$ cat src/hw/rtl/mjd_ram.sv
// ----------------------------------------------------------------------------
// mjd_ram: generic single-write, single-read RAM
// One write port, one read port, read data registered.
// ----------------------------------------------------------------------------
module mjd_ram #(
	parameter int WIDTH = 8,
	parameter int DEPTH = 16
) (
	input  logic                     clk,
	input  logic                     we,
	input  logic [$clog2(DEPTH)-1:0] waddr,
	input  logic [WIDTH-1:0]         wdata,
	input  logic [$clog2(DEPTH)-1:0] raddr,
	output logic [WIDTH-1:0]         rdata
);
	logic [WIDTH-1:0] mem [DEPTH];

	always_ff @(posedge clk) begin
		if (we) begin
			mem[waddr] <= wdata;
		end
		rdata <= mem[raddr];
	end
endmodule
$ cat config.mk
export PLATFORM = sky130hd
export DESIGN_NAME = mjd_ram
export DESIGN_NICKNAME = d
export VERILOG_FILES = /design/src/hw/rtl/mjd_ram.sv
export SDC_FILE = /design/constraint.sdc
export NUM_CORES = 1
export LEC_CHECK = 0
export ABC_AREA = 1
export BUFFER_PORTS_ARGS = -buffer_cell sky130_fd_sc_hd__buf_2
export CORE_UTILIZATION = 56
export CTS_CLUSTER_DIAMETER = 40
export DETAILED_ROUTE_END_ITERATION = 16
export PLACE_DENSITY_LB_ADDON = 0.08
export SLEW_MARGIN = 0
export SYNTH_ARGS = -nofsm -noshare
export SYNTH_HDL_FRONTEND = slang
export SYNTH_SLANG_ARGS = --single-unit
$ cat constraint.sdc
create_clock -name clk -period 2.6 [get_ports clk]
set_clock_uncertainty 0.1 [all_clocks]
set_input_delay 0.13 -clock clk [delete_from_list [all_inputs] [get_ports clk]]
set_output_delay 0.13 -clock clk [all_outputs]
set_load 0.01 [all_outputs]
### Word-level counts from Yosys, hierarchy flattened

Memories as Yosys holds them, arrays and structs flattened. A register that Yosys moved wholly into a read port is not among the register bits.
Index checks and enable logic that the tools add are counted.
W data, S select, Z words.

* memory bits (writable): 128
* flip-flop bits (word level): 0
* bits in read-only memories: 0
* bits of input ports: 18
* word-level logic and storage cells: 3
* memories kept: 1
* output and inout bits: 8
* latch bits: 0

* reduce and logical (&&, ||, !) cells: 0
* div/mod/pow operators: 0
* add/sub/neg operators: 0
* shift operators: 0
* muxes and demuxes: 2
* order comparisons: 0
* $mul: 0
* bitwise gates (word level): 0
* equality and inequality tests: 0

Memory list
* mem: depth 16, width 8, rd ports 1, clocked after memory_dff 1, write ports 1, line 16 `logic [WIDTH-1:0] mem [DEPTH];`

Operator list (count)
* $mux W1: 2

### Longest topological paths before layout

* word-level depth: 2
* mapped depth: 8
* depth with buffers taken out: 7

### Worst setup path before layout

OpenSTA, ideal clock, no wires.

* path kind: in2reg
* start: in waddr[2]
* end: mem mem[10][0], enable pin
* required time: 2130 ps
* path buffers: 0
* data arrival time: 711 ps
* stages on the path: 2
* library setup time: 370 ps
* slack: 1419 ps
* path through: nand3b_1 > nor2_1

RTL lines
* start: declaration: line 11 `input logic [$clog2(DEPTH)-1:0] waddr,`
* end: declaration: line 16

Straight into the memory's write port.

### Worst setup path after layout

* start: reg rdata[3], read port of mem
* end: out rdata[3]

RTL lines
* start: declaration: line 14 `output logic [WIDTH-1:0] rdata`

No word-level cell between the ends.

==> metrics.md <==
| Metric | Value |
|---|---|
| Outcome | complete, no violations |
| TritonCTS sink count | roughly 140 |
| Total grt overflow | 0 |
| Die area | about 11000 um^2 |
| Hold WC Path Type | input port to flop |
| Post-Route Setup TNS | 0 ns |
| Vias in the first global route | approximately 3600 |
| Non-Filler Instances | between 700 and 800 |
| Count of pins over their slew limit | 0 |
| Initial antenna violation count | 0 |
| Mapped Nets | ~570 |
| Post-layout instance area | 6660 um^2 |
| CTS Buffer Depth | 2 |
| Max transition margin | 0.384 |
| Core area | about 10000 um^2 |
| Antenna diodes | 0 |
| Layout overhead on the synthesized area | 15.6% |
| CP max-delay cell | dfxtp_1 |
| Final WL | about 13000 um |
| H-tree depth | 4 |
| Pre-antenna DRT Iters | 5 |
| Critical Path Max Stage Delay | roughly 0.37 ns |
| Area contributors post-synth | edfxtp_1 67%, nand2_1 11%, nand3_1 8.4%, inv_1 6.5%, dfxtp_1 2.8% |
| DP Area | about 6000 um^2 |
| Port Buffer Count | 25 |
| Reg clk slew, reported paths | ~0.060 ns |
| Initial DRC count | about 440 |
| Internal power | 0.00412 W |
| Final antenna-violating net count | 0 |
| Max Cap Viol | 0 |
| Share of cells above drive strength 1 | 0.110 |
| Setup bufs post-CTS | 0 |
| Remaining DRCs | 0 |
| RSZ-0062 raised after global routing | no |
| Ports | 26 |
| Setup CP Type | flop to output pin |
| Distinct cells, synth | 12 |
| Setup violators final | 0 |
| Share of power burned in registers | 0.474 |
| Synthesized instance count | between 500 and 600 |
| Gate power share | 0.058 |
| Yosys top cell area share | 0.667 |
| Total CTS buffers | 17 |
| Placed wire-length estimate | ~7500 um |
| P_sw | approximately 0.0011 W |
| Via count | 3804 |
| Dpl cells | between 600 and 700 |
| Synth Cell Area | between 5000 and 6000 um^2 |
| Hold Buf Count CTS | 9 |
| Clk Latency, worst-skew pair | about 0.51 ns |
| Routed vias/inst | between 5 and 6 |
| Fill cell count | ~760 |
| Pin count of the biggest net entering global routing | 65 |
| Pwr/cell area | ~800 nW/um^2 |
| Worst path bufs/invs | 1 |
| GRT Total Usage | 0.264 |
| Initial core utilization | 0.585 |
| Avg Cell Area, Syn | roughly 10 um^2 |
| Post-synthesis sequential area ratio | 0.694 |
| Post-synthesis register bit count | around 140 |
| Period utilization | 0.487 |
| Ordered cell list for the critical path | buf_2 |
| Fmax | 789 MHz |
| Share of power burned in the clock network | 0.468 |
| # rows | 36 |
| Startpoint types | flop |
| Wirelength per Cell | 17.1 um |
| Fin crit period | about 1.3 ns |
| Chip height | 103 um |
| Least-Margin Pin Slew | approximately 0.92 ns |
| Final hold vios | 0 |
| Setup WS pre-CTS | roughly 0.94 ns |
| Nets | a little over 600 |
| Delay-heaviest family, CP | flip-flops |
| Worst Path Max Fanout | 1 |
| Crit. End Element | output pin |
| First-pass GRT wire length | about 20000 um |
| CTS tree | done |
| CP arrival | about 1.0 ns |
| Static leakage | 2.90 nW |
| Die width | 103 um |
| Yosys top cell by area | edfxtp_1 |
| CP Data Required Time | 2.37 ns |
| Post-cts sizing count | 0 |
| Synth Warn # | 0 |
| Tot Pwr | about 0.0052 W |
| Clock root buffer master | clkbuf_8 |
| Worst setup margin | around 1.3 ns |
| Routability cong. | 0.808 |
| Switch share | 0.210 |
| Worst VDD drop | roughly 0.44 mV |
-- metrics by stage --
stage               utilization  hold slack, ns
floorplan                     -           0.129
global placement          0.605           0.407
detailed placement        0.605           0.404
CTS                       0.676          0.0190
global route              0.676          0.0604
finish                    0.676          0.0292
-- per-layer routing --
layer	wire, um	vias up	GRT usage
li1	-	1850	-
met1	5660	1764	0.389
met2	5640	177	0.395
met3	1090	13	0.0497
met4	177	0	0.0910
met5	0	-	0
-- cells in the mapped netlist (all sizes together) --
master	number
nand2	173
nand3	97
nor2	17
buf	24
nand3b	2
dfxtp	8
edfxtp	128
inv	102
-- path summary, 6_finish.rpt --
| path | slack [ns] | cells past startpoint | to | startpoint |
|---|---|---|---|---|
| max | 1.33 | 1 | rdata[3] | rdata[3] |
| min | 0.03 | 4 | rdata[2] | raddr[2] |
| max reg2reg | 1.43 | 6 | rdata[3] | mem[5][3] |
| min reg2reg | 0.57 | 6 | rdata[2] | mem[6][2] |
-- sequential cells by signal, indices dropped and copies added, names as in the netlist --
register / count
mem: 128
rdata: 8
-- cell usage in the layout (no fill, tap or decap) --
| cell | instances |
|---|---|
| clkbuf_8 | 2 |
| buf_2 | 25 |
| clkinvlp_4 | 2 |
| edfxtp_1 | 128 |
| clkinv_4 | 2 |
| nand3b_1 | 2 |
| inv_1 | 100 |
| clkbuf_1 | 1 |
| nand2_1 | 173 |
| nand3_1 | 97 |
| dlygate4sd3_1 | 9 |
| buf_12 | 1 |
| clkinv_2 | 5 |
| buf_4 | 7 |
| clkbuf_16 | 16 |
| bufinv_16 | 4 |
| dfxtp_1 | 8 |
| nor2_1 | 17 |
| inv_2 | 2 |
-- power groups by stage --
| stage | sequential (W) | clock [W] | combinational (W) |
|---|---|---|---|
| CTS | 0.00247 | 0.00246 | 0.000303 |
| finish | 0.00247 | 0.00244 | 0.000302 |
| detailed placement | 0.00251 | 0 | 0.000290 |
| global placement | 0.00251 | 0 | 0.000288 |
| floorplan | 0.00252 | 0 | 0.000173 |
| global route | 0.00247 | 0.00255 | 0.000336 |
-- final cells by class --
| type | count | area [um^2] | area share |
|---|---|---|---|
| flip-flops and latches | 136 | 4000 | 0.601 |
| well taps | 133 | 166 | 0.0250 |
| multi-input cells | 289 | 1210 | 0.182 |
| repair buffers | 42 | 288 | 0.0432 |
| inverters | 102 | 383 | 0.0575 |
| clock buffers | 19 | 432 | 0.0648 |
| clock inverters | 13 | 178 | 0.0267 |
-- logic make-up after synthesis --
family,Yosys count,share of synthesized area
flip-flops,136,0.694
buffers and inverters,126,0.0952
AND/OR/NAND/NOR,289,0.210
Power figures use the tool's default switching activity.
